**config.mk**
```make
export PLATFORM = sky130hd
export DESIGN_NAME = backslash_escape_decoder
export DESIGN_NICKNAME = d
export VERILOG_FILES = /design/src/design/bed_pkg.sv /design/src/design/backslash_escape_decoder.sv
export SDC_FILE = /design/constraint.sdc
export NUM_CORES = 1
export LEC_CHECK = 0
export BUFFER_PORTS_ARGS = -buffer_cell sky130_fd_sc_hd__buf_2
export CORE_UTILIZATION = 44
export DETAILED_ROUTE_END_ITERATION = 10
export PLACE_DENSITY_LB_ADDON = 0.3
export SLEW_MARGIN = 20
export SYNTH_ARGS = -nofsm -noshare
export SYNTH_HDL_FRONTEND = slang
export SYNTH_SLANG_ARGS = --single-unit
```
**constraint.sdc**
```tcl
create_clock -name clk_i -period 3.8 [get_ports clk_i]
set_input_delay 0.76 -clock clk_i [delete_from_list [all_inputs] [get_ports clk_i]]
set_output_delay 0.76 -clock clk_i [all_outputs]
set_load 0.02 [all_outputs]
```
**src/design/bed_pkg.sv**
```systemverilog
`default_nettype none
package bed_pkg;

  localparam int unsigned ByteW = 8;
  localparam int unsigned KindW = 2;
  localparam int unsigned ModeW = 2;

  // Item kinds
  localparam logic [KindW-1:0] KIND_BYTE = 2'd0;
  localparam logic [KindW-1:0] KIND_EOA  = 2'd1;
  localparam logic [KindW-1:0] KIND_EOS  = 2'd2;

  // Decode modes
  localparam logic [ModeW-1:0] MODE_PLAIN  = 2'd0;
  localparam logic [ModeW-1:0] MODE_BSLASH = 2'd1;
  localparam logic [ModeW-1:0] MODE_HEX    = 2'd2;
  localparam logic [ModeW-1:0] MODE_OCT    = 2'd3;

  // Register indexes
  localparam logic REG_INTERPRET = 1'b0;
  localparam logic REG_NEWLINE   = 1'b1;

  localparam logic [ByteW-1:0] CH_BSLASH = 8'h5C;
  localparam logic [ByteW-1:0] CH_SPACE  = 8'h20;
  localparam logic [ByteW-1:0] CH_NL     = 8'h0A;
  localparam logic [ByteW-1:0] CH_BEL    = 8'h07;
  localparam logic [ByteW-1:0] CH_BS     = 8'h08;
  localparam logic [ByteW-1:0] CH_ESC    = 8'h1B;
  localparam logic [ByteW-1:0] CH_FF     = 8'h0C;
  localparam logic [ByteW-1:0] CH_CR     = 8'h0D;
  localparam logic [ByteW-1:0] CH_TAB    = 8'h09;
  localparam logic [ByteW-1:0] CH_VT     = 8'h0B;
  localparam logic [ByteW-1:0] CH_ZERO   = 8'h30;
  localparam logic [ByteW-1:0] CH_SEVEN  = 8'h37;
  localparam logic [ByteW-1:0] CH_NINE   = 8'h39;
  localparam logic [ByteW-1:0] CH_LA     = 8'h61;
  localparam logic [ByteW-1:0] CH_LB     = 8'h62;
  localparam logic [ByteW-1:0] CH_LE     = 8'h65;
  localparam logic [ByteW-1:0] CH_LF     = 8'h66;
  localparam logic [ByteW-1:0] CH_LN     = 8'h6E;
  localparam logic [ByteW-1:0] CH_LR     = 8'h72;
  localparam logic [ByteW-1:0] CH_LT     = 8'h74;
  localparam logic [ByteW-1:0] CH_LV     = 8'h76;
  localparam logic [ByteW-1:0] CH_LX     = 8'h78;
  localparam logic [ByteW-1:0] CH_UA     = 8'h41;
  localparam logic [ByteW-1:0] CH_UF     = 8'h46;

  typedef struct packed {
    logic [ByteW-1:0] data;
    logic             last;
  } result_t;

endpackage
`default_nettype wire

```
**src/design/backslash_escape_decoder.sv**
```systemverilog
`default_nettype none
// Escape decoder for argument byte streams. One input transaction is taken per
// clock unless the input stalls; it is held in an input register, decoded once
// the queue has room, and its zero, one or two output bytes are written into a
// four-entry result queue that drives the output. The output side delivers
// one byte per cycle while out_stall_i is low, so an item that yields two bytes
// (an open escape flushed ahead of the byte or newline that closes it) leaves as
// two separate queue entries; the input stalls only when fewer than two queue
// entries are free. Configuration writes are always ready.
module backslash_escape_decoder
  import bed_pkg::*;
(
  input  wire logic             clk_i,
  input  wire logic             rst_ni,
  input  wire logic             in_valid_i,
  output logic                  in_stall_o,
  input  wire logic [KindW-1:0] kind_i,
  input  wire logic [ByteW-1:0] in_byte_i,
  output logic                  out_valid_o,
  input  wire logic             out_stall_i,
  output logic      [ByteW-1:0] out_byte_o,
  output logic                  last_o,
  input  wire logic             cfg_valid_i,
  output logic                  cfg_ready_o,
  input  wire logic             cfg_index_i,
  input  wire logic             cfg_data_i
);

  localparam int unsigned QDepth = 4;
  localparam int unsigned PtrW   = $clog2(QDepth);
  localparam int unsigned CntW   = $clog2(QDepth + 1);

  logic interp_q, newline_q;

  logic             inv_q;
  logic [KindW-1:0] kind_q;
  logic [ByteW-1:0] byte_q;

  logic [ModeW-1:0] mode_q, mode_d;
  logic [ByteW-1:0] val_q, val_d;

  result_t         queue_q [QDepth];
  logic [PtrW-1:0] head_q, tail_q;
  logic [CntW-1:0] cnt_q, cnt_d;

  logic proc, pop, in_acc;

  logic             a_v, b_v;
  logic [ByteW-1:0] a_b, b_b;
  logic [3:0]       hex_d;
  logic             hex_ok;
  logic [1:0]       n_res;
  logic [ByteW-1:0] r0, r1;

  assign cfg_ready_o = 1'b1;

  always_ff @(posedge clk_i or negedge rst_ni) begin
    if (!rst_ni) begin
      interp_q  <= 1'b0;
      newline_q <= 1'b1;
    end else if (cfg_valid_i) begin
      if (cfg_index_i == REG_INTERPRET) interp_q <= cfg_data_i;
      if (cfg_index_i == REG_NEWLINE) newline_q <= cfg_data_i;
    end
  end

  // Decode needs room for two results
  assign proc       = inv_q && (cnt_q <= CntW'(QDepth - 2));
  assign in_stall_o = inv_q && !proc;
  assign in_acc     = in_valid_i && !in_stall_o;
  assign pop        = out_valid_o && !out_stall_i;

  always_ff @(posedge clk_i or negedge rst_ni) begin
    if (!rst_ni) begin
      inv_q <= 1'b0;
    end else if (in_acc) begin
      inv_q <= 1'b1;
    end else if (proc) begin
      inv_q <= 1'b0;
    end
  end

  always_ff @(posedge clk_i) begin
    if (in_acc) begin
      kind_q <= kind_i;
      byte_q <= in_byte_i;
    end
  end

  always_comb begin
    hex_ok = 1'b1;
    hex_d  = 4'd0;
    if (byte_q >= CH_ZERO && byte_q <= CH_NINE) begin
      hex_d = 4'(byte_q - CH_ZERO);
    end else if (byte_q >= CH_LA && byte_q <= CH_LF) begin
      hex_d = 4'(byte_q - CH_LA + 8'd10);
    end else if (byte_q >= CH_UA && byte_q <= CH_UF) begin
      hex_d = 4'(byte_q - CH_UA + 8'd10);
    end else begin
      hex_ok = 1'b0;
    end
  end

  // Slot a carries a flushed escape, slot b the byte or mark that follows it
  always_comb begin
    a_v    = 1'b0;
    a_b    = val_q;
    b_v    = 1'b0;
    b_b    = byte_q;
    mode_d = mode_q;
    val_d  = val_q;
    if (kind_q == KIND_BYTE || kind_q == KIND_EOA || kind_q == KIND_EOS) begin
      if (!interp_q) begin
        mode_d = MODE_PLAIN;
        val_d  = '0;
        if (kind_q == KIND_BYTE) begin
          b_v = 1'b1;
        end else if (kind_q == KIND_EOA) begin
          b_v = 1'b1;
          b_b = CH_SPACE;
        end else begin
          b_v = newline_q;
          b_b = CH_NL;
        end
      end else if (kind_q == KIND_BYTE) begin
        unique case (mode_q)
          MODE_BSLASH: begin
            mode_d = MODE_PLAIN;
            b_v    = 1'b1;
            case (byte_q)
              CH_LA: b_b = CH_BEL;
              CH_LB: b_b = CH_BS;
              CH_LE: b_b = CH_ESC;
              CH_LF: b_b = CH_FF;
              CH_LN: b_b = CH_NL;
              CH_LR: b_b = CH_CR;
              CH_LT: b_b = CH_TAB;
              CH_LV: b_b = CH_VT;
              CH_LX: begin
                b_v    = 1'b0;
                mode_d = MODE_HEX;
                val_d  = '0;
              end
              CH_ZERO: begin
                b_v    = 1'b0;
                mode_d = MODE_OCT;
                val_d  = '0;
              end
              default: b_b = byte_q;
            endcase
          end
          MODE_HEX, MODE_OCT: begin
            if (mode_q == MODE_HEX && hex_ok) begin
              val_d = {val_q[3:0], hex_d};
            end else if (mode_q == MODE_OCT && byte_q >= CH_ZERO && byte_q <= CH_SEVEN) begin
              val_d = {val_q[4:0], byte_q[2:0]};
            end else begin
              // Close the escape, then take the byte fresh
              a_v   = 1'b1;
              val_d = '0;
              if (byte_q == CH_BSLASH) begin
                mode_d = MODE_BSLASH;
              end else begin
                mode_d = MODE_PLAIN;
                b_v    = 1'b1;
              end
            end
          end
          default: begin
            if (byte_q == CH_BSLASH) begin
              mode_d = MODE_BSLASH;
            end else begin
              b_v = 1'b1;
            end
          end
        endcase
      end else begin
        a_v    = (mode_q != MODE_PLAIN);
        a_b    = (mode_q == MODE_BSLASH) ? CH_BSLASH : val_q;
        mode_d = MODE_PLAIN;
        val_d  = '0;
        b_v    = (kind_q == KIND_EOS) && newline_q;
        b_b    = CH_NL;
      end
    end
  end

  assign n_res = {1'b0, a_v} + {1'b0, b_v};
  assign r0    = a_v ? a_b : b_b;
  assign r1    = b_b;

  always_ff @(posedge clk_i or negedge rst_ni) begin
    if (!rst_ni) begin
      mode_q <= MODE_PLAIN;
      val_q  <= '0;
    end else if (proc) begin
      mode_q <= mode_d;
      val_q  <= val_d;
    end
  end

  always_comb begin
    cnt_d = cnt_q;
    if (proc) cnt_d = cnt_d + CntW'(n_res);
    if (pop) cnt_d = cnt_d - CntW'(1);
  end

  always_ff @(posedge clk_i or negedge rst_ni) begin
    if (!rst_ni) begin
      head_q <= '0;
      tail_q <= '0;
      cnt_q  <= '0;
    end else begin
      cnt_q <= cnt_d;
      if (pop) head_q <= head_q + PtrW'(1);
      if (proc) tail_q <= tail_q + PtrW'(n_res);
    end
  end

  always_ff @(posedge clk_i) begin
    if (proc && n_res != 2'd0) begin
      queue_q[tail_q] <= '{data: r0, last: (n_res == 2'd1)};
    end
    if (proc && n_res == 2'd2) begin
      queue_q[tail_q + PtrW'(1)] <= '{data: r1, last: 1'b1};
    end
  end

  assign out_valid_o = (cnt_q != '0);
  assign out_byte_o  = queue_q[head_q].data;
  assign last_o      = queue_q[head_q].last;

  a_cnt_range: assert property (@(posedge clk_i) disable iff (!rst_ni)
    cnt_q <= CntW'(QDepth))
    else $error("result queue overflow");

  a_cnt_track: assert property (@(posedge clk_i) disable iff (!rst_ni)
    proc && !pop |=> cnt_q == $past(cnt_q) + CntW'($past(n_res)))
    else $error("queue count does not follow decoded results");

  a_plain_off: assert property (@(posedge clk_i) disable iff (!rst_ni)
    proc && !interp_q && (kind_q == KIND_BYTE || kind_q == KIND_EOA || kind_q == KIND_EOS)
    |=> mode_q == MODE_PLAIN && val_q == '0)
    else $error("escape state left over with decoding off");

  a_stall_src: assert property (@(posedge clk_i) disable iff (!rst_ni)
    in_stall_o |-> inv_q && cnt_q > CntW'(QDepth - 2))
    else $error("input stalled without a full queue");

endmodule
`default_nettype wire
```
==> results of run 1 <==
==> layer usage <==
layer	vias up	routed length (um)
li1	1456	-
met1	1467	3970
met2	129	4260
met3	14	516
met4	0	120
met5	-	0
==> final cells by class <==
cell class                 count  area share (%)
clock buffer                  10            2.84
multi-input combinational    260            42.3
timing repair buffer          50            6.84
sequential                    66            41.0
tap                          105            2.92
inverter                      13            1.08
clock inverter                 6            3.03
==> metrics by stage <==
stage	TNS, ns	util, %	setup WS, ns	power (mW)	hold slack (ns)
after global placement	0	49.6	0.147	2.06	0.462
after global routing	0	53.7	0.00222	3.08	0.408
final	0	53.7	0.173	2.91	0.367
after CTS	0	52.7	0.0217	2.87	0.387
after floorplan	0	-	0.0167	1.81	0.434
after detailed placement	-0.000342	49.6	-0.000342	2.09	0.470
==> state kept, by name, summed over array words and instances (netlist names) <==
register / cells
val_q: 8
tail_q: 2
byte_q: 8
interp_q: 1
inv_q: 1
mode_q: 2
cnt_q: 3
newline_q: 1
kind_q: 2
head_q: 2
queue_q: 36
==> Yosys cell counts (all sizes together) (3+ instances only) <==
library cell	n
nor2b	5
buf	12
a31oi	5
edfxtp	42
and2	4
a32oi	3
dfxtp	4
a21oi	11
clkbuf	13
ha	10
mux2i	12
nand2	40
xor2	4
dfrtp	19
nand3	12
or2	4
nor3	7
nor4	3
nand2b	8
o22ai	33
nor2	20
a31o	3
xnor2	5
inv	13
mux4	9
o21ai	16
nand4	3
==> worst reg2reg max path, delay by kind of cell (launching register included) <==
family                     cells  cell delay (ns)
and+or+nand+nor                4             0.77
buffers and inverters          2             0.22
xor gates and xnor gates       1             0.18
adders and majority gates      4             1.10
AOI/OAI and AO/OA              4             0.82
DFF                            1             0.43
==> kinds of logic after synthesis <==
| kind of cell | Yosys count | synth area share, % |
|---|---|---|
| buffers and inverters | 38 | 4.98 |
| and+or+nand+nor | 121 | 15.9 |
| DFF | 66 | 47.3 |
| muxes | 23 | 8.86 |
| AOI/OAI and AO/OA | 95 | 17.1 |
| adders and majority gates | 11 | 3.72 |
| xor gates and xnor gates | 9 | 2.02 |
| other | 1 | 0.0962 |
==> where the power goes <==
| group | internal (mW) | leakage, nW | switching, mW |
|---|---|---|---|
| Sequential | 0.920 | 0.666 | 0.156 |
| Clock | 0.505 | 0.127 | 0.283 |
| Combinational | 0.446 | 0.865 | 0.598 |
| Total | 1.87 | 1.66 | 1.04 |
==> cell usage in the layout (no fill, tap or decap), types with 4 or more instances in the layout <==
cell and n:
nor2_1 19, mux2i_1 12, clkbuf_8 9, edfxtp_1 42, and2_1 4, mux4_2 9
o21ai_0 13, nand2_1 40, buf_2 27, o22ai_1 32, a21oi_1 10, xor2_1 4
ha_1 7, nor2b_1 5, nand2b_1 8, buf_4 23, dfxtp_1 4, nor3_1 6
xnor2_1 5, bufinv_16 4, nand3_1 12, inv_1 13, dfrtp_1 19
==> repair_timing <==
action,4_1_cts,5_1_grt
setup buffers,0,5
hold buffers,0,0
resized for setup,1,12
setup endpoints to repair,1,54
pin swaps,0,3
==> worst max-delay path by stage <==
stage,from,to,slack (ns),cells past startpoint
detailed placement,byte_q[1],cnt_q[2],-0.0003,15
global placement,byte_q[1],cnt_q[2],0.15,15
floorplan,byte_q[1],cnt_q[1],0.02,18
global route,byte_q[1],cnt_q[1],0.002,16
finish,byte_q[1],cnt_q[2],0.17,15
CTS,byte_q[1],cnt_q[2],0.02,15
==> impl_metrics.env, run 1 <==
export IMPL_required_ns=4.04
export IMPL_area_delta_synth_final_pct=15.5
export IMPL_rrSetupSlack_ns=0.17
export IMPL_rr_startpoint="byte_q[1]"
export IMPL_finalCriticalPeriod_ns=3.63
export IMPL_maxCapViolCount=0
export IMPL_viasPerCell=6.01
export IMPL_grt_pass1_wl_mm=14.0
export IMPL_cp_max_fo=4
export IMPL_grt_pass1_vias=2795
export IMPL_vias=3066
export IMPL_yosysTopAreaCellShare_pct=32.4
export IMPL_drive_gt1_share_pct=24.7
export IMPL_critPathBufInv=2
export IMPL_finalNetCount=428
export IMPL_gp_congestion=0.907
export IMPL_grt_max_degree=21
export IMPL_coreArea_um2=8380
export IMPL_io_pins=29
export IMPL_hold_class="primary input to async pin"
export IMPL_r2r_cells=15
export IMPL_start_util_pct=46.5
export IMPL_worst_path_max_delay_cell="or4_1"
export IMPL_synth_area_leader_cell="edfxtp_1"
export IMPL_ir_worst_vdd_v=0.000418
export IMPL_grt_overflow=0
export IMPL_cts_tree="built"
export IMPL_drt_initial_drc_count=187
export IMPL_htreeDepth=3
export IMPL_dieArea_um2=9240
export IMPL_worstSetupPathType="register to register"
export IMPL_ys_types=69
export IMPL_syn_avg_cell_area_um2=10.7
export IMPL_cts_root_buf="clkbuf_8"
export IMPL_path_cells="or4_1 > a2111oi_2 > buf_4 > or2_2 > o21ai_1 > a21o_1 > ha_1 > ha_1 > inv_1 > fa_1 > nor2_1 > a21oi_2 > ha_1 > nand2_1 > xor2_1"
export IMPL_rr_endpoint="cnt_q[2]"
export IMPL_routed_wl_mm=8.86
export IMPL_run_status="finished, final reports clean"
export IMPL_relSlewSlack_pct=38.4
export IMPL_grt_usage_pct=20.4
export IMPL_use_met3_pct=3.71
export IMPL_cp_start_kind="register"
export IMPL_ant_nets=0
export IMPL_regArea_um2=1840
export IMPL_use_met2_pct=33.7
export IMPL_fill_cells=721
export IMPL_cp_common_cell="ha_1"
export IMPL_worst_pin_slew_ns=0.912
export IMPL_ys_seq_area_share_pct=47.3
export IMPL_drt_pass1_iter_count=5
export IMPL_arrival_ns=3.87
export IMPL_fmax_ghz=0.276
export IMPL_ys_ff_latch=66
export IMPL_synth_area_leaders="edfxtp_1 32%, dfrtp_1 12%, mux4_2 5.2%, o22ai_1 5.1%, nand2_1 3.9%"
export IMPL_critical_path_max_stage_delay_ns=0.56
export IMPL_fin_skew_ns=0.00852
export IMPL_portBuffers=27
export IMPL_hold_viol_final=0
export IMPL_dp_hpwl_mm=6.37
export IMPL_drcViolationCount=0
export IMPL_finalSetupViolCount=0
export IMPL_syn_inst=364
export IMPL_antenna_found_initial=0
export IMPL_grt_busiest_layer="met2"
export IMPL_die_y_um=96.1
export IMPL_clk_latency_ns=0.35
export IMPL_leakage_nw=1.66
export IMPL_synthesis_area_um2=3900
export IMPL_fp_row_count=33
export IMPL_n_antenna_cell=0
export IMPL_synth_nets=392
export IMPL_multi_input_area_um2=1910
export IMPL_powerDensity_nw_per_um2=646
export IMPL_cts_sinks=66
export IMPL_synthFlopType="edfxtp_1"
export IMPL_async_reset_ff_share_pct=30.3
export IMPL_drt_wirelength_per_cell_um=17.4
export IMPL_placed_area_um2=4150
export IMPL_cp_top_family="adder cells"
export IMPL_cts_made_buffers=9
export IMPL_die_width_um=96.1
export IMPL_period_share_pct=95.5
export IMPL_yosysWarnings=0
export IMPL_rsz0062_at_grt="false"
export IMPL_fin_area_um2=4500
export IMPL_synth_edf_count=42
export IMPL_slew_viol_final=0
export IMPL_clk_pin_slew_ns=0.07
export IMPL_endpoint_kind="register"
export IMPL_dp_cells=489
export IMPL_final_cell_count_no_fill=510
export IMPL_grtUsageMet1_pct=26.7
export IMPL_clk_path_buf_depth=2
(Power assumes the default switching activity.)
==> inputs of run 2 (changes only) <==
--- a/config.mk
+++ b/config.mk
@@ -6,6 +6,7 @@
 export NUM_CORES = 1
 export LEC_CHECK = 0
 export BUFFER_PORTS_ARGS = -buffer_cell sky130_fd_sc_hd__buf_2
+export CORE_MARGIN = 2
 export CORE_UTILIZATION = 44
 export DETAILED_ROUTE_END_ITERATION = 10
 export PLACE_DENSITY_LB_ADDON = 0.3
==> run 2 against run 1 <==
  * Routed wire length is 0.77% higher
  * First-iteration DRC count is 47% higher
  * Clock-buffer cell count is 1 higher
==> impl_metrics.env, run 2 (synthesis results as in run 1) <==
export IMPL_fill_cells=759
export IMPL_routed_wl_mm=8.93
export IMPL_start_util_pct=45.1
export IMPL_portBuffers=27
export IMPL_leakage_nw=1.65
export IMPL_io_pins=29
export IMPL_dp_hpwl_mm=6.42
export IMPL_vias=3057
export IMPL_grt_pass1_vias=2987
export IMPL_r2r_cells=16
export IMPL_die_width_um=98.1
export IMPL_period_share_pct=94.9
export IMPL_endpoint_kind="register"
export IMPL_endpoint="cnt_q[2]"
export IMPL_maxCapViolCount=0
export IMPL_regMostFlops="queue_q"
export IMPL_setup_tns_ns=0
export IMPL_finalSetupViolCount=0
export IMPL_layout_common_cells="42 x edfxtp_1, 40 x nand2_1, 32 x o22ai_1"
export IMPL_cp_start_kind="register"
export IMPL_top_regs="queue_q (36), byte_q (8), val_q (8)"
export IMPL_finalCriticalPeriod_ns=3.61
export IMPL_startpoint="byte_q[0]"
export IMPL_cts_root_buf="clkbuf_8"
export IMPL_final_cell_count_no_fill=515
export IMPL_grt_pass1_wl_mm=14.9
export IMPL_hold_class="primary input to async pin"
export IMPL_cts_made_buffers=9
export IMPL_dp_cells=495
export IMPL_largest_reg_flops=36
export IMPL_hold_viol_final=0
export IMPL_grt_usage_pct=19.5
export IMPL_rr_startpoint="byte_q[0]"
export IMPL_path_cells="buf_4 > or4_4 > a2111oi_4 > buf_4 > or2_2 > o21ai_1 > a21o_1 > ha_4 > ha_1 > inv_1 > fa_1 > nor2_2 > a21oi_2 > ha_1 > nand2_1 > xor2_1"
export IMPL_placed_area_um2=4180
export IMPL_ant_nets=0
export IMPL_cp_max_fo=3
export IMPL_required_ns=4.05
export IMPL_n_antenna_cell=0
export IMPL_fmax_ghz=0.277
export IMPL_cts_tree="built"
export IMPL_worst_path_max_delay_cell="fa_1"
export IMPL_rr_endpoint="cnt_q[2]"
export IMPL_arrival_ns=3.85
export IMPL_holdWs_ns=0.350
export IMPL_relSlewSlack_pct=46.4
export IMPL_fin_area_um2=4500
export IMPL_drive_gt1_share_pct=25.8
export IMPL_rsz0062_at_grt="false"
export IMPL_powerDensity_nw_per_um2=620
export IMPL_final_common_cell="edfxtp_1"
export IMPL_drt_wirelength_per_cell_um=17.3
export IMPL_finalNetCount=430
export IMPL_antenna_found_initial=0
export IMPL_drcViolationCount=0
export IMPL_grt_overflow=0
export IMPL_area_delta_synth_final_pct=15.5
export IMPL_fp_row_count=34
export IMPL_clk_path_buf_depth=2
export IMPL_critical_path_max_stage_delay_ns=0.49
export IMPL_worstSetupPathType="register to register"
export IMPL_grt_max_degree=21
export IMPL_viasPerCell=5.94
export IMPL_gp_congestion=0.916
export IMPL_cts_sinks=66
export IMPL_htreeDepth=3
export IMPL_ir_worst_vdd_v=0.000345
export IMPL_worst_pin_slew_ns=0.793
export IMPL_drt_initial_drc_count=275
export IMPL_dieArea_um2=9630
export IMPL_coreArea_um2=8640
export IMPL_clk_pin_slew_ns=0.08
export IMPL_rrSetupSlack_ns=0.19
export IMPL_drt_pass1_iter_count=5
export IMPL_die_y_um=98.1
export IMPL_slew_viol_final=0
export IMPL_run_status="finished, final reports clean"
export IMPL_clk_latency_ns=0.37
export IMPL_fin_skew_ns=0.0141
run 2: cell types whose count changed in the layout (fill, tap and decap cells not counted), sizes merged:
| cell | before | now |
|---|---|---|
| buf | 50 | 52 |
| clkbuf | 10 | 11 |
| bufinv | 4 | 1 |
| clkinv | 0 | 2 |
run 2: power by group:
group          leakage, nW  total, mW  switching, mW  internal (mW)
registers            0.666       1.08          0.163          0.920
clock network        0.105      0.648          0.302          0.346
logic                0.876       1.06          0.601          0.458
run 2: critical path, delay by kind of cell, from the launching register on:
family | cells | cell delay, ns
fa+ha+maj | 4 | 1.06
compound gates | 4 | 0.80
simple gates | 4 | 0.65
flops | 1 | 0.43
buf+inv | 3 | 0.37
xor+xnor | 1 | 0.18
run 2: final cells by class:
type,instances,area [um2],share of cell area [%]
clock buffers,11,153,3.39
clock inverters,5,61.3,1.36
inverters,13,48.8,1.08
multi-input cells,260,1930,43.0
flip-flops and latches,66,1840,41.0
well taps,108,135,3.00
repair buffers,52,327,7.26
run 2: repair_timing:
item                       CTS  global route
pin swaps                    0             6
buffers inserted             0             4
setup endpoints to repair    1            38
hold buffers                 0             0
gates resized for setup      1            15
run 2: stage by stage:
stage / total power [mW] / setup WS, ns / util, %
floorplan: 1.81 / 0.0167 / -
global placement: 2.07 / 0.160 / 48.4
detailed placement: 2.11 / 0.0366 / 48.4
CTS: 2.75 / 0.00797 / 50.9
global route: 2.96 / 0.00714 / 52.1
finish: 2.79 / 0.194 / 52.1
run 2: per-layer routing:
metal / GRT usage (%) / vias up / routed length, um
li1: - / 1457 / -
met1: 25.7 / 1488 / 4000
met2: 31.6 / 92 / 4330
met3: 3.65 / 20 / 385
met4: 8.65 / 0 / 210
met5: 0 / - / 0
run 2: how the worst min path moves through the flow:
stage                         end  slack (ns)  cells past startpoint
finish                   val_q[7]        0.35                      1
global route            head_q[1]        0.38                      1
CTS                      val_q[7]        0.37                      1
detailed placement  queue_q[3][0]        0.46                      2
global placement    queue_q[1][0]        0.46                      2
floorplan           queue_q[2][0]        0.43                      2
==> inputs of run 3 (changes only) <==
--- a/config.mk
+++ b/config.mk
@@ -5,6 +5,7 @@
 export SDC_FILE = /design/constraint.sdc
 export NUM_CORES = 1
 export LEC_CHECK = 0
+export ABC_AREA = 0
 export BUFFER_PORTS_ARGS = -buffer_cell sky130_fd_sc_hd__buf_2
 export CORE_MARGIN = 2
 export CORE_UTILIZATION = 44
==> constraint.sdc (replaced) <==
create_clock -name clk_i -period 2.93 [get_ports clk_i]
set_input_delay 0.586 -clock clk_i [delete_from_list [all_inputs] [get_ports clk_i]]
set_output_delay 0.586 -clock clk_i [all_outputs]
set_load 0.02 [all_outputs]
==> run 3 against run 2 <==
  * The flow now finishes with violations (setup timing)
  * Fmax grew 5.9%
  * Routed wire length grew 13%
  * Clock-buffer cell count decreased by 2
  * Final area increased by 19%
  * Clock power is 25% higher
  * Total power increased by 47%
  * Via count is 8.3% higher
  * Sequential power increased by 30%
  * Global-route usage grew 2.0 points
  * Clock skew up 0.0054 ns
  * Critical endpoint is now cnt_q[1]
==> impl_metrics.env, run 3 (synthesis results as in run 1) <==
export IMPL_worst_path_max_delay_cell="edfxtp_1"
export IMPL_drcViolationCount=0
export IMPL_cts_tree="built"
export IMPL_cts_root_buf="clkbuf_8"
export IMPL_cp_start_kind="register"
export IMPL_setup_tns_ns=-12.51
export IMPL_hold_viol_final=0
export IMPL_violations="setup timing"
export IMPL_largest_reg_flops=36
export IMPL_drive_gt1_share_pct=45.6
export IMPL_regMostFlops="queue_q"
export IMPL_grt_max_degree=21
export IMPL_dieArea_um2=9630
export IMPL_finalSetupViolCount=69
export IMPL_use_met2_pct=36.5
export IMPL_finalCriticalPeriod_ns=3.41
export IMPL_worst_pin_slew_ns=1.30
export IMPL_cp_max_fo=4
export IMPL_fin_skew_ns=0.0196
export IMPL_slew_viol_final=0
export IMPL_holdWs_ns=0.181
export IMPL_area_delta_synth_final_pct=37.7
export IMPL_io_pins=29
export IMPL_grt_usage_pct=21.5
export IMPL_coreArea_um2=8640
export IMPL_start_util_pct=45.1
export IMPL_grt_pass1_vias=3309
export IMPL_maxCapViolCount=0
export IMPL_drt_pass1_iter_count=4
export IMPL_cp_common_cell="ha_4"
export IMPL_routed_wl_mm=10.1
export IMPL_fp_row_count=34
export IMPL_drt_wirelength_per_cell_um=18.1
export IMPL_portBuffers=27
export IMPL_grt_overflow=0
export IMPL_die_y_um=98.1
export IMPL_clk_latency_ns=0.36
export IMPL_top_regs="queue_q (36), byte_q (8), val_q (8)"
export IMPL_cts_made_buffers=9
export IMPL_worstSetupPathType="register to register"
export IMPL_place_ws_ns=-0.670
export IMPL_leakage_nw=1.93
export IMPL_total_power_mw=4.11
export IMPL_vias=3312
export IMPL_required_ns=3.14
export IMPL_arrival_ns=3.62
export IMPL_run_status="finished with violations"
export IMPL_htreeDepth=3
export IMPL_startpoint="byte_q[1]"
export IMPL_grt_pass1_wl_mm=16.4
export IMPL_rr_startpoint="byte_q[1]"
export IMPL_drt_initial_drc_count=217
export IMPL_path_cells="buf_6 > inv_6 > ha_4 > nor4b_4 > buf_4 > a31oi_4 > a221oi_4 > buf_6 > o2111ai_4 > inv_4 > ha_4 > ha_4 > inv_2 > fa_1 > nor2_1 > a21oi_2 > ha_4 > mux2i_1"
export IMPL_ant_nets=0
export IMPL_cts_sinks=66
export IMPL_ir_worst_vdd_v=0.000438
export IMPL_relSlewSlack_pct=12.4
export IMPL_grt_busiest_layer="met2"
export IMPL_endpoint_kind="register"
export IMPL_die_width_um=98.1
export IMPL_fmax_ghz=0.294
export IMPL_period_share_pct=116
export IMPL_layout_common_cells="54 x buf_4, 42 x edfxtp_1, 31 x nand2_1"
export IMPL_clk_path_buf_depth=2
export IMPL_worst_slack_ns=-0.475
export IMPL_rsz0062_at_grt="true"
export IMPL_n_antenna_cell=0
export IMPL_hold_class="primary input to async pin"
export IMPL_dp_hpwl_mm=6.73
export IMPL_powerDensity_nw_per_um2=765
export IMPL_use_met3_pct=4.37
export IMPL_clk_pin_slew_ns=0.09
export IMPL_viasPerCell=5.94
export IMPL_antenna_found_initial=0
export IMPL_finalNetCount=473
export IMPL_grtUsageMet1_pct=26.9
export IMPL_final_common_cell="buf_4"
export IMPL_critical_path_max_stage_delay_ns=0.42
export IMPL_gp_congestion=0.888
==> run 3: cell count changes in the layout (fill, tap and decap cells not counted), moves of 9 or more <==
| cell | before | now |
|---|---|---|
| buf_4 | 24 | 54 |
| o22ai_1 | 32 | 9 |
| o22ai_2 | 1 | 20 |
| buf_6 | 1 | 12 |
| nand2_1 | 40 | 31 |
==> run 3: final timing paths <==
| kind | slack, ns | depth (start not counted) | to |
|---|---|---|---|
| max | -0.48 | 18 | cnt_q[1] |
| min | 0.18 | 1 | mode_q[0] |
| max reg2reg | -0.48 | 18 | cnt_q[1] |
| min reg2reg | 0.47 | 2 | queue_q[1][0] |
| max in group asynchronous | 2.37 | 1 | newline_q |
| min in group clk_i | 0.41 | 1 | kind_q[1] |
==> run 3: layout make-up <==
cell class	count	area [um2]
fill	669	3270
multi-input combinational	260	2420
sequential	66	1840
timing repair buffer	95	716
tap	108	135
clock buffer	9	124
clock inverter	7	76.3
inverter	13	56.3
==> run 3: worst max-delay path: cells and delay by family, from the launching register on <==
family,cells,cell delay (ns)
fa+ha+maj,5,1.16
buf+inv,6,0.69
compound gates,4,0.54
flops,1,0.42
simple gates,2,0.39
mux,1,0.06
==> run 3: layer usage <==
layer,vias up,part of all wire [%]
met3,23,5.1
met2,141,51
met5,-,0
li1,1547,-
met4,0,2.3
met1,1601,42
==> run 3: report_power, final <==
part | total [mW] | leakage [nW] | internal (mW) | switching [mW]
combinational | 1.90 | 1.17 | 0.902 | 0.995
clock | 0.809 | 0.0962 | 0.399 | 0.410
sequential | 1.40 | 0.666 | 1.19 | 0.211
total | 4.11 | 1.93 | 2.49 | 1.62
==> run 3: timing repair <==
item | 4_1_cts | 5_1_grt
setup buffers | 12 | 6
gates resized for setup | 75 | 26
pin swaps | 33 | 17
endpoints found under the hold margin | 0 | 0
hold buffers | 0 | 0
setup endpoints to repair | 72 | 73
==> run 3: stage by stage <==
stage	util (%)	cell area, um2	instances
3_5_place_dp	52.4	4530	528
4_1_cts	60.1	5190	553
5_1_grt	62.1	5370	558
2_1_floorplan	-	3990	364
6_report	62.1	5370	558
3_3_place_gp	52.4	4530	528
